==> config.mk <==
export PLATFORM = sky130hd
export DESIGN_NAME = multichannel_audio_health_check_top
export DESIGN_NICKNAME = d
export VERILOG_FILES = /design/src/sv/mahc_pkg.sv /design/src/sv/mahc_datapath.sv /design/src/sv/mahc_ctrl.sv /design/src/sv/multichannel_audio_health_check_top.sv
export SDC_FILE = /design/constraint.sdc
export NUM_CORES = 2
export LEC_CHECK = 0
export BUFFER_PORTS_ARGS = -buffer_cell sky130_fd_sc_hd__buf_2
export CAP_MARGIN = 15
export CELL_PAD_IN_SITES_DETAIL_PLACEMENT = 0
export CELL_PAD_IN_SITES_GLOBAL_PLACEMENT = 2
export CORE_MARGIN = 4
export CORE_UTILIZATION = 35
export DETAILED_ROUTE_END_ITERATION = 7
export PLACE_DENSITY = 0.69
export SLEW_MARGIN = 20
export SYNTH_ARGS = -nofsm -noshare
export SYNTH_HDL_FRONTEND = slang
export SYNTH_SLANG_ARGS = --single-unit
==> constraint.sdc <==
create_clock -name clk -period 10.6 [get_ports clk]
set_clock_uncertainty 0.1 [all_clocks]
set_input_delay 2.12 -clock clk [delete_from_list [all_inputs] [get_ports clk]]
set_output_delay 2.12 -clock clk [all_outputs]
set_load 0.005 [all_outputs]
==> src/sv/mahc_pkg.sv <==
// ----------------------------------------------------------------------------
// mahc_pkg
// Shared types, field widths and codes for the audio health check block.
// ----------------------------------------------------------------------------
`default_nettype none

package mahc_pkg;

  // field widths
  localparam int SAMPLE_W   = 16;
  localparam int CHAN_W     = 3;
  localparam int FRAME_W    = 32;
  localparam int KIND_W     = 2;
  localparam int ENERGY_W   = 42;
  localparam int WIN_W      = 43;
  localparam int CMP_W      = WIN_W + 3;
  localparam int SQ_W       = 31;
  localparam int COUNT_W    = 4;
  localparam int HALF_W     = 12;
  localparam int HALF_CMP_W = HALF_W + 1;
  localparam int NCH_W      = 6;
  localparam int CFG_DATA_W = 16;
  localparam int CFG_IDX_W  = 2;

  // stream layout
  localparam int S_TDATA_W = 24;
  localparam int M_TDATA_W = 40;
  localparam int S_SAMPLE_LSB = 0;
  localparam int S_CHAN_LSB   = SAMPLE_W;
  localparam int M_PAYLOAD_W  = KIND_W + CHAN_W + FRAME_W;

  // parameter defaults
  localparam int MAX_CHANNELS_DEF    = 8;
  localparam int MAX_HALF_WINDOW_DEF = 2048;

  // register reset values
  localparam logic [COUNT_W-1:0]    CHANNEL_COUNT_RST = 4'd2;
  localparam logic [HALF_W-1:0]     HALF_LENGTH_RST   = 12'd800;
  localparam logic [SAMPLE_W-1:0]   THRESHOLD_RST     = 16'd0;

  // clip limits
  localparam logic signed [SAMPLE_W-1:0] CLIP_POS = 16'sh7fff;
  localparam logic signed [SAMPLE_W-1:0] CLIP_NEG = -16'sh7fff;
  localparam logic signed [SAMPLE_W-1:0] SAMPLE_MIN = 16'sh8000;

  // register indexes
  localparam logic [CFG_IDX_W-1:0] CFG_CHANNEL_COUNT = 2'd0;
  localparam logic [CFG_IDX_W-1:0] CFG_HALF_LENGTH   = 2'd1;
  localparam logic [CFG_IDX_W-1:0] CFG_THRESHOLD     = 2'd2;

  typedef enum logic [KIND_W-1:0] {
    EV_CLIP  = 2'd0,
    EV_ZERO  = 2'd1,
    EV_LOW   = 2'd2,
    EV_IMBAL = 2'd3
  } event_kind_t;

  typedef enum logic [3:0] {
    ST_IDLE,
    ST_SQUARE,
    ST_ACCUM,
    ST_ZERO,
    ST_LOW,
    ST_RDI,
    ST_LDA,
    ST_CMP,
    ST_FLUSH
  } state_t;

  // controller to datapath
  typedef struct packed {
    logic        capture;
    logic        square;
    logic        accum;
    logic        wsum;
    logic        shift;
    logic        push;
    event_kind_t kind;
    logic        pair_init;
    logic        rd_i;
    logic        load_a;
    logic        next_k;
    logic        next_i;
    logic        flush;
    logic        advance;
  } cmd_t;

  // datapath to controller
  typedef struct packed {
    logic in_range;
    logic clip;
    logic zero_ev;
    logic low_ev;
    logic win_end;
    logic half_end;
    logic last_ch;
    logic nch_ge2;
    logic imb;
    logic k_last;
    logic i_last;
    logic can_push;
  } sts_t;

endpackage

`default_nettype wire

==> src/sv/mahc_datapath.sv <==
// ----------------------------------------------------------------------------
// mahc_datapath
// Config registers, per-channel energy and flag state, window energy memory,
// pair compare and the pending/output event registers.
// ----------------------------------------------------------------------------
`default_nettype none

module mahc_datapath #(
  parameter int MAX_CHANNELS    = mahc_pkg::MAX_CHANNELS_DEF,
  parameter int MAX_HALF_WINDOW = mahc_pkg::MAX_HALF_WINDOW_DEF
) (
  input  wire logic                             clk,
  input  wire logic                             rst,
  input  wire logic                             cfg_we,
  input  wire logic [mahc_pkg::CFG_IDX_W-1:0]   cfg_index,
  input  wire logic [mahc_pkg::CFG_DATA_W-1:0]  cfg_data,
  input  wire logic [mahc_pkg::S_TDATA_W-1:0]   s_tdata,
  output logic                                  m_tvalid,
  input  wire logic                             m_tready,
  output logic [mahc_pkg::M_TDATA_W-1:0]        m_tdata,
  output logic                                  m_tlast,
  input  wire mahc_pkg::cmd_t                   cmd,
  output mahc_pkg::sts_t                        sts
);

  localparam int CW = (MAX_CHANNELS > 1) ? $clog2(MAX_CHANNELS) : 1;
  localparam int PW = (MAX_HALF_WINDOW > 1) ? $clog2(MAX_HALF_WINDOW) : 1;
  localparam int EW = mahc_pkg::ENERGY_W;
  localparam int WW = mahc_pkg::WIN_W;
  localparam int XW = mahc_pkg::CMP_W;
  localparam int NW = mahc_pkg::NCH_W;
  localparam int HW = mahc_pkg::HALF_CMP_W;
  localparam int SW = mahc_pkg::SAMPLE_W;

  // config registers
  logic [mahc_pkg::COUNT_W-1:0] channel_count;
  logic [mahc_pkg::HALF_W-1:0]  window_half_length;
  logic signed [SW-1:0]         level_threshold;

  // item registers
  logic signed [SW-1:0]             smp;
  logic [mahc_pkg::CHAN_W-1:0]      chn;
  logic [mahc_pkg::SQ_W-1:0]        sq;
  logic signed [2*SW-1:0]           prod;

  // per-channel state
  logic [EW-1:0]           he_now  [MAX_CHANNELS];
  logic [EW-1:0]           he_prev [MAX_CHANNELS];
  logic [MAX_CHANNELS-1:0] nz_now, nz_prev, ab_now, ab_prev;
  logic [WW-1:0]           we_mem  [MAX_CHANNELS];
  logic [WW-1:0]           rdata;
  logic [CW-1:0]           raddr;

  // window position
  logic [PW-1:0]                 half_position;
  logic                          first_half_done;
  logic [mahc_pkg::FRAME_W-1:0]  frame_counter;

  // pair sweep
  logic [CW-1:0] i_idx, k_idx;
  logic [XW-1:0] a_reg;
  logic [XW-1:0] b_val;

  // pending and output events
  logic                         pend_valid;
  mahc_pkg::event_kind_t        pend_kind;
  logic [mahc_pkg::CHAN_W-1:0]  pend_chan;
  logic [mahc_pkg::FRAME_W-1:0] pend_frame;
  mahc_pkg::event_kind_t        out_kind;
  logic [mahc_pkg::CHAN_W-1:0]  out_chan;
  logic [mahc_pkg::FRAME_W-1:0] out_frame;
  logic                         out_free;
  logic                         move;

  logic [CW-1:0]  chi;
  logic [NW-1:0]  nch;
  logic [HW-1:0]  hl;
  logic           half_end;
  logic           win_end;

  assign chi = CW'(chn);

  // clamped channel count
  always_comb begin
    if (channel_count == '0) begin
      nch = NW'(1);
    end else if (NW'(channel_count) > NW'(MAX_CHANNELS)) begin
      nch = NW'(MAX_CHANNELS);
    end else begin
      nch = NW'(channel_count);
    end
  end

  // clamped half length
  always_comb begin
    if (window_half_length == '0) begin
      hl = HW'(1);
    end else if (HW'(window_half_length) > HW'(MAX_HALF_WINDOW)) begin
      hl = HW'(MAX_HALF_WINDOW);
    end else begin
      hl = HW'(window_half_length);
    end
  end

  assign half_end = (HW'(half_position) + HW'(1)) >= hl;
  assign win_end  = half_end && first_half_done;
  assign b_val    = (XW'(rdata) << 1) + XW'(rdata);
  assign out_free = !m_tvalid || m_tready;
  assign move     = pend_valid && (cmd.push || cmd.flush);
  assign prod     = smp * smp;

  // status to controller
  always_comb begin
    sts.in_range = NW'(s_tdata[mahc_pkg::S_CHAN_LSB +: mahc_pkg::CHAN_W]) < nch;
    sts.clip     = (smp == mahc_pkg::CLIP_POS) || (smp == mahc_pkg::CLIP_NEG) ||
                   (smp == mahc_pkg::SAMPLE_MIN);
    sts.zero_ev  = !(nz_prev[chi] || nz_now[chi]);
    sts.low_ev   = !(ab_prev[chi] || ab_now[chi]);
    sts.win_end  = win_end;
    sts.half_end = half_end;
    sts.last_ch  = NW'(chn) == (nch - NW'(1));
    sts.nch_ge2  = nch >= NW'(2);
    sts.imb      = a_reg < b_val;
    sts.k_last   = (NW'(k_idx) + NW'(1)) == nch;
    sts.i_last   = (NW'(i_idx) + NW'(2)) >= nch;
    sts.can_push = !pend_valid || out_free;
  end

  // config writes
  always_ff @(posedge clk) begin
    if (rst) begin
      channel_count      <= mahc_pkg::CHANNEL_COUNT_RST;
      window_half_length <= mahc_pkg::HALF_LENGTH_RST;
      level_threshold    <= mahc_pkg::THRESHOLD_RST;
    end else if (cfg_we) begin
      case (cfg_index)
        mahc_pkg::CFG_CHANNEL_COUNT: channel_count <= cfg_data[mahc_pkg::COUNT_W-1:0];
        mahc_pkg::CFG_HALF_LENGTH:   window_half_length <= cfg_data[mahc_pkg::HALF_W-1:0];
        mahc_pkg::CFG_THRESHOLD:     level_threshold <= cfg_data;
        default: ;
      endcase
    end
  end

  // input capture and square
  always_ff @(posedge clk) begin
    if (cmd.capture) begin
      smp <= s_tdata[mahc_pkg::S_SAMPLE_LSB +: SW];
      chn <= s_tdata[mahc_pkg::S_CHAN_LSB +: mahc_pkg::CHAN_W];
    end
    if (cmd.square) begin
      sq <= prod[mahc_pkg::SQ_W-1:0];
    end
  end

  // per-channel energy and flags
  always_ff @(posedge clk) begin
    if (rst) begin
      for (int c = 0; c < MAX_CHANNELS; c++) begin
        he_now[c]  <= '0;
        he_prev[c] <= '0;
      end
      nz_now  <= '0;
      nz_prev <= '0;
      ab_now  <= '0;
      ab_prev <= '0;
    end else if (cmd.accum) begin
      he_now[chi] <= he_now[chi] + EW'(sq);
      if (smp != '0) begin
        nz_now[chi] <= 1'b1;
      end
      if (smp > level_threshold) begin
        ab_now[chi] <= 1'b1;
      end
    end else if (cmd.shift) begin
      he_prev[chi] <= he_now[chi];
      he_now[chi]  <= '0;
      nz_prev[chi] <= nz_now[chi];
      nz_now[chi]  <= 1'b0;
      ab_prev[chi] <= ab_now[chi];
      ab_now[chi]  <= 1'b0;
    end
  end

  // window energy memory
  always_comb begin
    if (cmd.rd_i) begin
      raddr = i_idx;
    end else if (cmd.next_k) begin
      raddr = k_idx + CW'(1);
    end else begin
      raddr = k_idx;
    end
  end

  always_ff @(posedge clk) begin
    if (cmd.wsum) begin
      we_mem[chi] <= WW'(he_prev[chi]) + WW'(he_now[chi]);
    end
    rdata <= we_mem[raddr];
  end

  // pair sweep indexes and scaled left side
  always_ff @(posedge clk) begin
    if (cmd.pair_init) begin
      i_idx <= '0;
      k_idx <= CW'(1);
    end else if (cmd.next_i) begin
      i_idx <= i_idx + CW'(1);
      k_idx <= i_idx + CW'(2);
    end else if (cmd.next_k) begin
      k_idx <= k_idx + CW'(1);
    end
    if (cmd.load_a) begin
      a_reg <= (XW'(rdata) << 2) + XW'(rdata);
    end
  end

  // window position and frame count
  always_ff @(posedge clk) begin
    if (rst) begin
      half_position   <= '0;
      first_half_done <= 1'b0;
      frame_counter   <= '0;
    end else if (cmd.advance && sts.last_ch) begin
      if (half_end) begin
        half_position   <= '0;
        first_half_done <= 1'b1;
      end else begin
        half_position <= half_position + PW'(1);
      end
      frame_counter <= frame_counter + 1'b1;
    end
  end

  // pending event slot, one behind the output so last can be marked
  always_ff @(posedge clk) begin
    if (rst) begin
      pend_valid <= 1'b0;
    end else if (cmd.push) begin
      pend_valid <= 1'b1;
    end else if (cmd.flush) begin
      pend_valid <= 1'b0;
    end
    if (cmd.push) begin
      pend_kind  <= cmd.kind;
      pend_chan  <= (cmd.kind == mahc_pkg::EV_IMBAL) ? mahc_pkg::CHAN_W'(i_idx) : chn;
      pend_frame <= frame_counter + 1'b1;
    end
  end

  // output register
  always_ff @(posedge clk) begin
    if (rst) begin
      m_tvalid <= 1'b0;
    end else if (move) begin
      m_tvalid <= 1'b1;
    end else if (m_tready) begin
      m_tvalid <= 1'b0;
    end
    if (move) begin
      out_kind  <= pend_kind;
      out_chan  <= pend_chan;
      out_frame <= pend_frame;
      m_tlast   <= cmd.flush;
    end
  end

  assign m_tdata = {(mahc_pkg::M_TDATA_W - mahc_pkg::M_PAYLOAD_W)'(0),
                    out_frame, out_chan, out_kind};

endmodule

`default_nettype wire

==> src/sv/mahc_ctrl.sv <==
// ----------------------------------------------------------------------------
// mahc_ctrl
// Sequencer for one sample: square, accumulate, window events, pair sweep,
// then hand the last pending event out.
// ----------------------------------------------------------------------------
`default_nettype none

module mahc_ctrl (
  input  wire logic            clk,
  input  wire logic            rst,
  input  wire logic            s_tvalid,
  output logic                 s_tready,
  input  wire mahc_pkg::sts_t  sts,
  output mahc_pkg::cmd_t       cmd
);

  mahc_pkg::state_t state, state_next;

  logic zero_need, low_need, pair_go;

  assign zero_need = sts.win_end && sts.zero_ev;
  assign low_need  = sts.win_end && sts.low_ev;
  assign pair_go   = sts.last_ch && sts.win_end && sts.nch_ge2;

  always_ff @(posedge clk) begin
    if (rst) begin
      state <= mahc_pkg::ST_IDLE;
    end else begin
      state <= state_next;
    end
  end

  // next state
  always_comb begin
    state_next = state;
    case (state)
      mahc_pkg::ST_IDLE: begin
        if (s_tvalid && sts.in_range) begin
          state_next = mahc_pkg::ST_SQUARE;
        end
      end
      mahc_pkg::ST_SQUARE: begin
        if (!sts.clip || sts.can_push) begin
          state_next = mahc_pkg::ST_ACCUM;
        end
      end
      mahc_pkg::ST_ACCUM: state_next = mahc_pkg::ST_ZERO;
      mahc_pkg::ST_ZERO: begin
        if (!zero_need || sts.can_push) begin
          state_next = mahc_pkg::ST_LOW;
        end
      end
      mahc_pkg::ST_LOW: begin
        if (!low_need || sts.can_push) begin
          state_next = pair_go ? mahc_pkg::ST_RDI : mahc_pkg::ST_FLUSH;
        end
      end
      mahc_pkg::ST_RDI: state_next = mahc_pkg::ST_LDA;
      mahc_pkg::ST_LDA: state_next = mahc_pkg::ST_CMP;
      mahc_pkg::ST_CMP: begin
        if ((!sts.imb || sts.can_push) && sts.k_last) begin
          state_next = sts.i_last ? mahc_pkg::ST_FLUSH : mahc_pkg::ST_RDI;
        end
      end
      mahc_pkg::ST_FLUSH: begin
        if (sts.can_push) begin
          state_next = mahc_pkg::ST_IDLE;
        end
      end
      default: state_next = mahc_pkg::ST_IDLE;
    endcase
  end

  // outputs
  always_comb begin
    cmd      = '0;
    cmd.kind = mahc_pkg::EV_CLIP;
    s_tready = 1'b0;
    case (state)
      mahc_pkg::ST_IDLE: begin
        s_tready    = 1'b1;
        cmd.capture = s_tvalid;
      end
      mahc_pkg::ST_SQUARE: begin
        cmd.square = 1'b1;
        cmd.push   = sts.clip && sts.can_push;
        cmd.kind   = mahc_pkg::EV_CLIP;
      end
      mahc_pkg::ST_ACCUM: begin
        cmd.accum = 1'b1;
      end
      mahc_pkg::ST_ZERO: begin
        cmd.wsum = sts.win_end;
        cmd.push = zero_need && sts.can_push;
        cmd.kind = mahc_pkg::EV_ZERO;
      end
      mahc_pkg::ST_LOW: begin
        cmd.push = low_need && sts.can_push;
        cmd.kind = mahc_pkg::EV_LOW;
        if (!low_need || sts.can_push) begin
          cmd.shift     = sts.half_end;
          cmd.pair_init = pair_go;
        end
      end
      mahc_pkg::ST_RDI: begin
        cmd.rd_i = 1'b1;
      end
      mahc_pkg::ST_LDA: begin
        cmd.load_a = 1'b1;
      end
      mahc_pkg::ST_CMP: begin
        cmd.kind = mahc_pkg::EV_IMBAL;
        if (!sts.imb || sts.can_push) begin
          cmd.push   = sts.imb;
          cmd.next_i = sts.k_last;
          cmd.next_k = !sts.k_last;
        end
      end
      mahc_pkg::ST_FLUSH: begin
        cmd.flush   = sts.can_push;
        cmd.advance = sts.can_push;
      end
      default: ;
    endcase
  end

endmodule

`default_nettype wire

==> src/sv/multichannel_audio_health_check_top.sv <==
// ----------------------------------------------------------------------------
// multichannel_audio_health_check_top
// Per-channel clip, silence, low-level and energy imbalance checker.
// ----------------------------------------------------------------------------
// Each beat on the input carries one sample of one channel; the block works on
// one sample at a time. A sample whose channel is outside the active count is
// dropped. Otherwise it steps through square, accumulate, two window event
// steps and a final hand-off when the output beat register is free; on the
// last channel of a frame at a window end the pair sweep adds a read and a
// load step per leading channel i and a compare step per pair (i, k). The
// sweep reads the window energy memory through its single registered read
// port, hence the separate read and load steps. Each result beat waits in an
// output register, so a stalled sink holds up the sequencer only when a
// second event is ready. The user must write configuration through the plain
// write port only while the block is idle; the block itself does not enforce it.
// ----------------------------------------------------------------------------
`default_nettype none

module multichannel_audio_health_check_top #(
  parameter int MAX_CHANNELS    = mahc_pkg::MAX_CHANNELS_DEF,
  parameter int MAX_HALF_WINDOW = mahc_pkg::MAX_HALF_WINDOW_DEF
) (
  input  wire logic                             clk,
  input  wire logic                             rst,
  // config write port
  input  wire logic                             cfg_we,
  input  wire logic [mahc_pkg::CFG_IDX_W-1:0]   cfg_index,
  input  wire logic [mahc_pkg::CFG_DATA_W-1:0]  cfg_data,
  // sample stream
  input  wire logic                             s_tvalid,
  output logic                                  s_tready,
  input  wire logic [mahc_pkg::S_TDATA_W-1:0]   s_tdata,  // sample[15:0], channel[18:16]
  // event stream
  output logic                                  m_tvalid,
  input  wire logic                             m_tready,
  output logic [mahc_pkg::M_TDATA_W-1:0]        m_tdata,  // event_kind[1:0],
                                                          // event_channel[4:2],
                                                          // frame_index[36:5]
  output logic                                  m_tlast
);

  mahc_pkg::cmd_t cmd;
  mahc_pkg::sts_t sts;

  // sequencer
  mahc_ctrl u_ctrl (
    .clk      (clk),
    .rst      (rst),
    .s_tvalid (s_tvalid),
    .s_tready (s_tready),
    .sts      (sts),
    .cmd      (cmd)
  );

  // state and arithmetic
  mahc_datapath #(
    .MAX_CHANNELS    (MAX_CHANNELS),
    .MAX_HALF_WINDOW (MAX_HALF_WINDOW)
  ) u_datapath (
    .clk       (clk),
    .rst       (rst),
    .cfg_we    (cfg_we),
    .cfg_index (cfg_index),
    .cfg_data  (cfg_data),
    .s_tdata   (s_tdata),
    .m_tvalid  (m_tvalid),
    .m_tready  (m_tready),
    .m_tdata   (m_tdata),
    .m_tlast   (m_tlast),
    .cmd       (cmd),
    .sts       (sts)
  );

endmodule

`default_nettype wire

==> results.tsv <==
metric	value	unit
outcome	completed	
Setup CP Type	flip-flop to flip-flop	
Max Clk Rate	130.6	MHz
area grow syn2layout	11.62	%
grt ovf	0	
largest net degree at the start of global routing	131	
I/O Pins	90	
cells after synthesis	5900	
most frequent cells in the layout	1186 x edfxtp_1, 748 x nor2_1, 425 x inv_1, 387 x a21oi_1, 334 x nand2_1	
biggest regs	u_datapath.we_mem: 344 flops, u_datapath.he_now: 336 flops, u_datapath.he_prev: 336 flops	
reg2reg setup slack	2.94	ns
max FFs per register	344	
Routed Antenna Nets	0	
ys flop type	edfxtp_1	
routability cong.	0.7860	
arrival time at the worst endpoint	8.14	ns
routed vias	46030	
RR Startpoint	u_datapath.rdata[1]	
Synth cell types	102	
final count of hold timing violations	0	
Nets	6560	
layout cells sized above 1	14.80	%
Placeable Area	207500	um^2
clk root buf	clkbuf_16	
CTS tree	done	
HP Start	u_datapath.pend_frame[24]	
vias per cell	5.193	
Syn Area/Cell	12.41	um^2
CP Launch Type	flip-flop	
Top reg by flops	u_datapath.we_mem	
Die ar.	216500	um^2
routed wire length	200.8	mm
gr usage total	18.49	%
crit path max fanout	130	
setup_tns	0	ns
Synth warnings	0	
post-DP HPWL	125.7	mm
Die H	465.3	um
Worst Hold End	u_datapath.out_frame[24]	
max_cap viols	0	
Die Span X	465.3	um
Seq cells post-synth	1352	
share of flip-flops with an asynchronous set or reset	0	%
CTS HTree Levels	4	
clock-pin slew on the worst setup and hold paths	0.06	ns
Critical R2R Capture	u_datapath.rdata[34]	
first-pass iteration count of the detailed router	6	
CTS max path bufs	3	
cts bufs inserted	154	
# DRC	0	
Initial Util	35.28	%
R2R depth	24	
first-pass GRT wire length	302.8	mm
Synth Cell Area	73210	um^2
headroom to the max-slew limit	22.63	%
worst slew pin tran	1.128	ns
Required @ worst endpoint	11.09	ns
Critical Path Sink Type	flip-flop	
fin crit period	7.657	ns
Port-buffer cells	81	
Final setup viols	0	
fin crit share	72.23	%
CTS Sinks	1352	
Max Slew Vio Count	0	
number of DRC markers in iteration 0	3529	
sequential area share after synthesis	53.19	%
RSZ-0062 raised after global routing	no	
Routed wire per std cell	22.66	um
antenna violations before repair	4	
post_cts resized	0	
hold_buf cts	0	
EDFF count, synth	1186	
commonest non-fill, non-tap cell in the layout	edfxtp_1	
number of global-route vias before repair	47710	
clk_lat worst skew	0.80	ns
Hold Path Stages	0	
postcts setup bufs	0	
Rows	167	
Hold WC Path Type	flip-flop to flip-flop	
## cells in the mapped netlist, types with 30 or more instances
master	count	share of area (%)
nand2b_1	38	0.32
xor2_1	88	1.1
a2111oi_2	40	0.82
edfxtp_1	1186	49
a21oi_1	387	2.6
mux2_2	172	2.6
clkbuf_1	170	0.87
ha_1	324	5.5
nor2b_1	41	0.35
o21a_1	42	0.43
mux2i_1	98	1.3
a211oi_1	30	0.31
dfxtp_1	166	4.5
buf_2	55	0.38
nand2_1	351	1.8
a21o_1	99	1.0
and2_1	59	0.50
o21ai_0	136	0.93
nand3_1	82	0.56
nor3_1	174	1.2
inv_1	430	2.2
mux4_2	169	5.2
nor2_1	750	3.8
or3_1	30	0.26
fa_1	237	6.5
xnor2_1	170	2.0
## cell type report
| cell class | instances | area (um^2) |
|---|---|---|
| fill | 19790 | 125800 |
| sequential | 1352 | 38950 |
| multi-input combinational | 3841 | 31690 |
| clock buffer | 210 | 4283 |
| tap | 2788 | 3488 |
| inverter | 434 | 1632 |
| timing repair buffer | 169 | 1129 |
| clock inverter | 69 | 538.0 |
| antenna | 1 | 2.502 |
## worst max-delay path, cell delays in order, from the launching register on
cell	delay, ns
dfxtp_1	0.38
ha_1	0.26
fa_1	0.41
a21o_1	0.18
a21oi_1	0.29
a21boi_0	0.24
o211ai_1	0.49
o211a_1	0.31
nor2_1	0.10
and2_1	0.19
o21ai_0	0.16
nand2b_1	0.09
xnor2_1	0.13
ha_1	0.31
nand4_1	0.16
nor4_1	0.47
nand4_1	0.16
o22ai_2	0.28
o41ai_4	0.17
and4_1	0.27
nor3b_4	0.23
buf_12	0.39
mux2_2	0.31
nor3_1	0.05
a2111oi_2	0.87
## how the worst max path moves through the flow
stage / from / cells after the start / slack (ns) / end
finish: u_datapath.rdata[1] / 24 / 2.94 / u_datapath.rdata[34]
global route: u_datapath.rdata[1] / 25 / 2.25 / u_datapath.rdata[22]
CTS: u_datapath.rdata[1] / 25 / 2.59 / u_datapath.rdata[21]
detailed placement: u_datapath.rdata[1] / 25 / 2.64 / u_datapath.rdata[22]
global placement: u_datapath.rdata[1] / 25 / 2.65 / u_datapath.rdata[21]
floorplan: u_datapath.half_position[0] / 14 / 2.99 / u_datapath.we_mem[0][0]
## per-layer routing
metal	global-route usage, %	vias to the layer above	routed length, um
li1	-	21350	-
met5	0	-	0
met4	4.521	0	4234
met1	24.34	23450	86920
met2	31.76	1004	99100
met3	3.165	221	10570
## stage by stage
step	setup slack, ns	instances	instance area (um^2)	util [%]	hold WS [ns]
after floorplan	2.992	5902	73210	-	0.3003
after global placement	2.654	8584	76830	37.03	0.3038
after detailed placement	2.640	8584	76840	37.03	0.3056
after CTS	2.595	8863	81660	39.36	0.3145
after global routing	2.254	8864	81710	39.38	0.3241
final	2.943	8864	81710	39.38	0.3126
## kinds of logic (layout without fill, tap and decap cells)
| group | count (synthesis) | after routing | synth area share, % |
|---|---|---|---|
| buf+inv | 709 | 882 | 3.960 |
| flops | 1352 | 1352 | 53.19 |
| xor+xnor | 260 | 260 | 3.131 |
| simple gates | 1662 | 1662 | 10.19 |
| other cells | 1 | 4 | 0.005123 |
| mux | 441 | 441 | 9.223 |
| compound gates | 914 | 914 | 8.283 |
| fa+ha+maj | 561 | 561 | 12.02 |
Power is not shown: default switching activity piles up to over one toggle a cycle in this logic, so the estimate is an artifact.
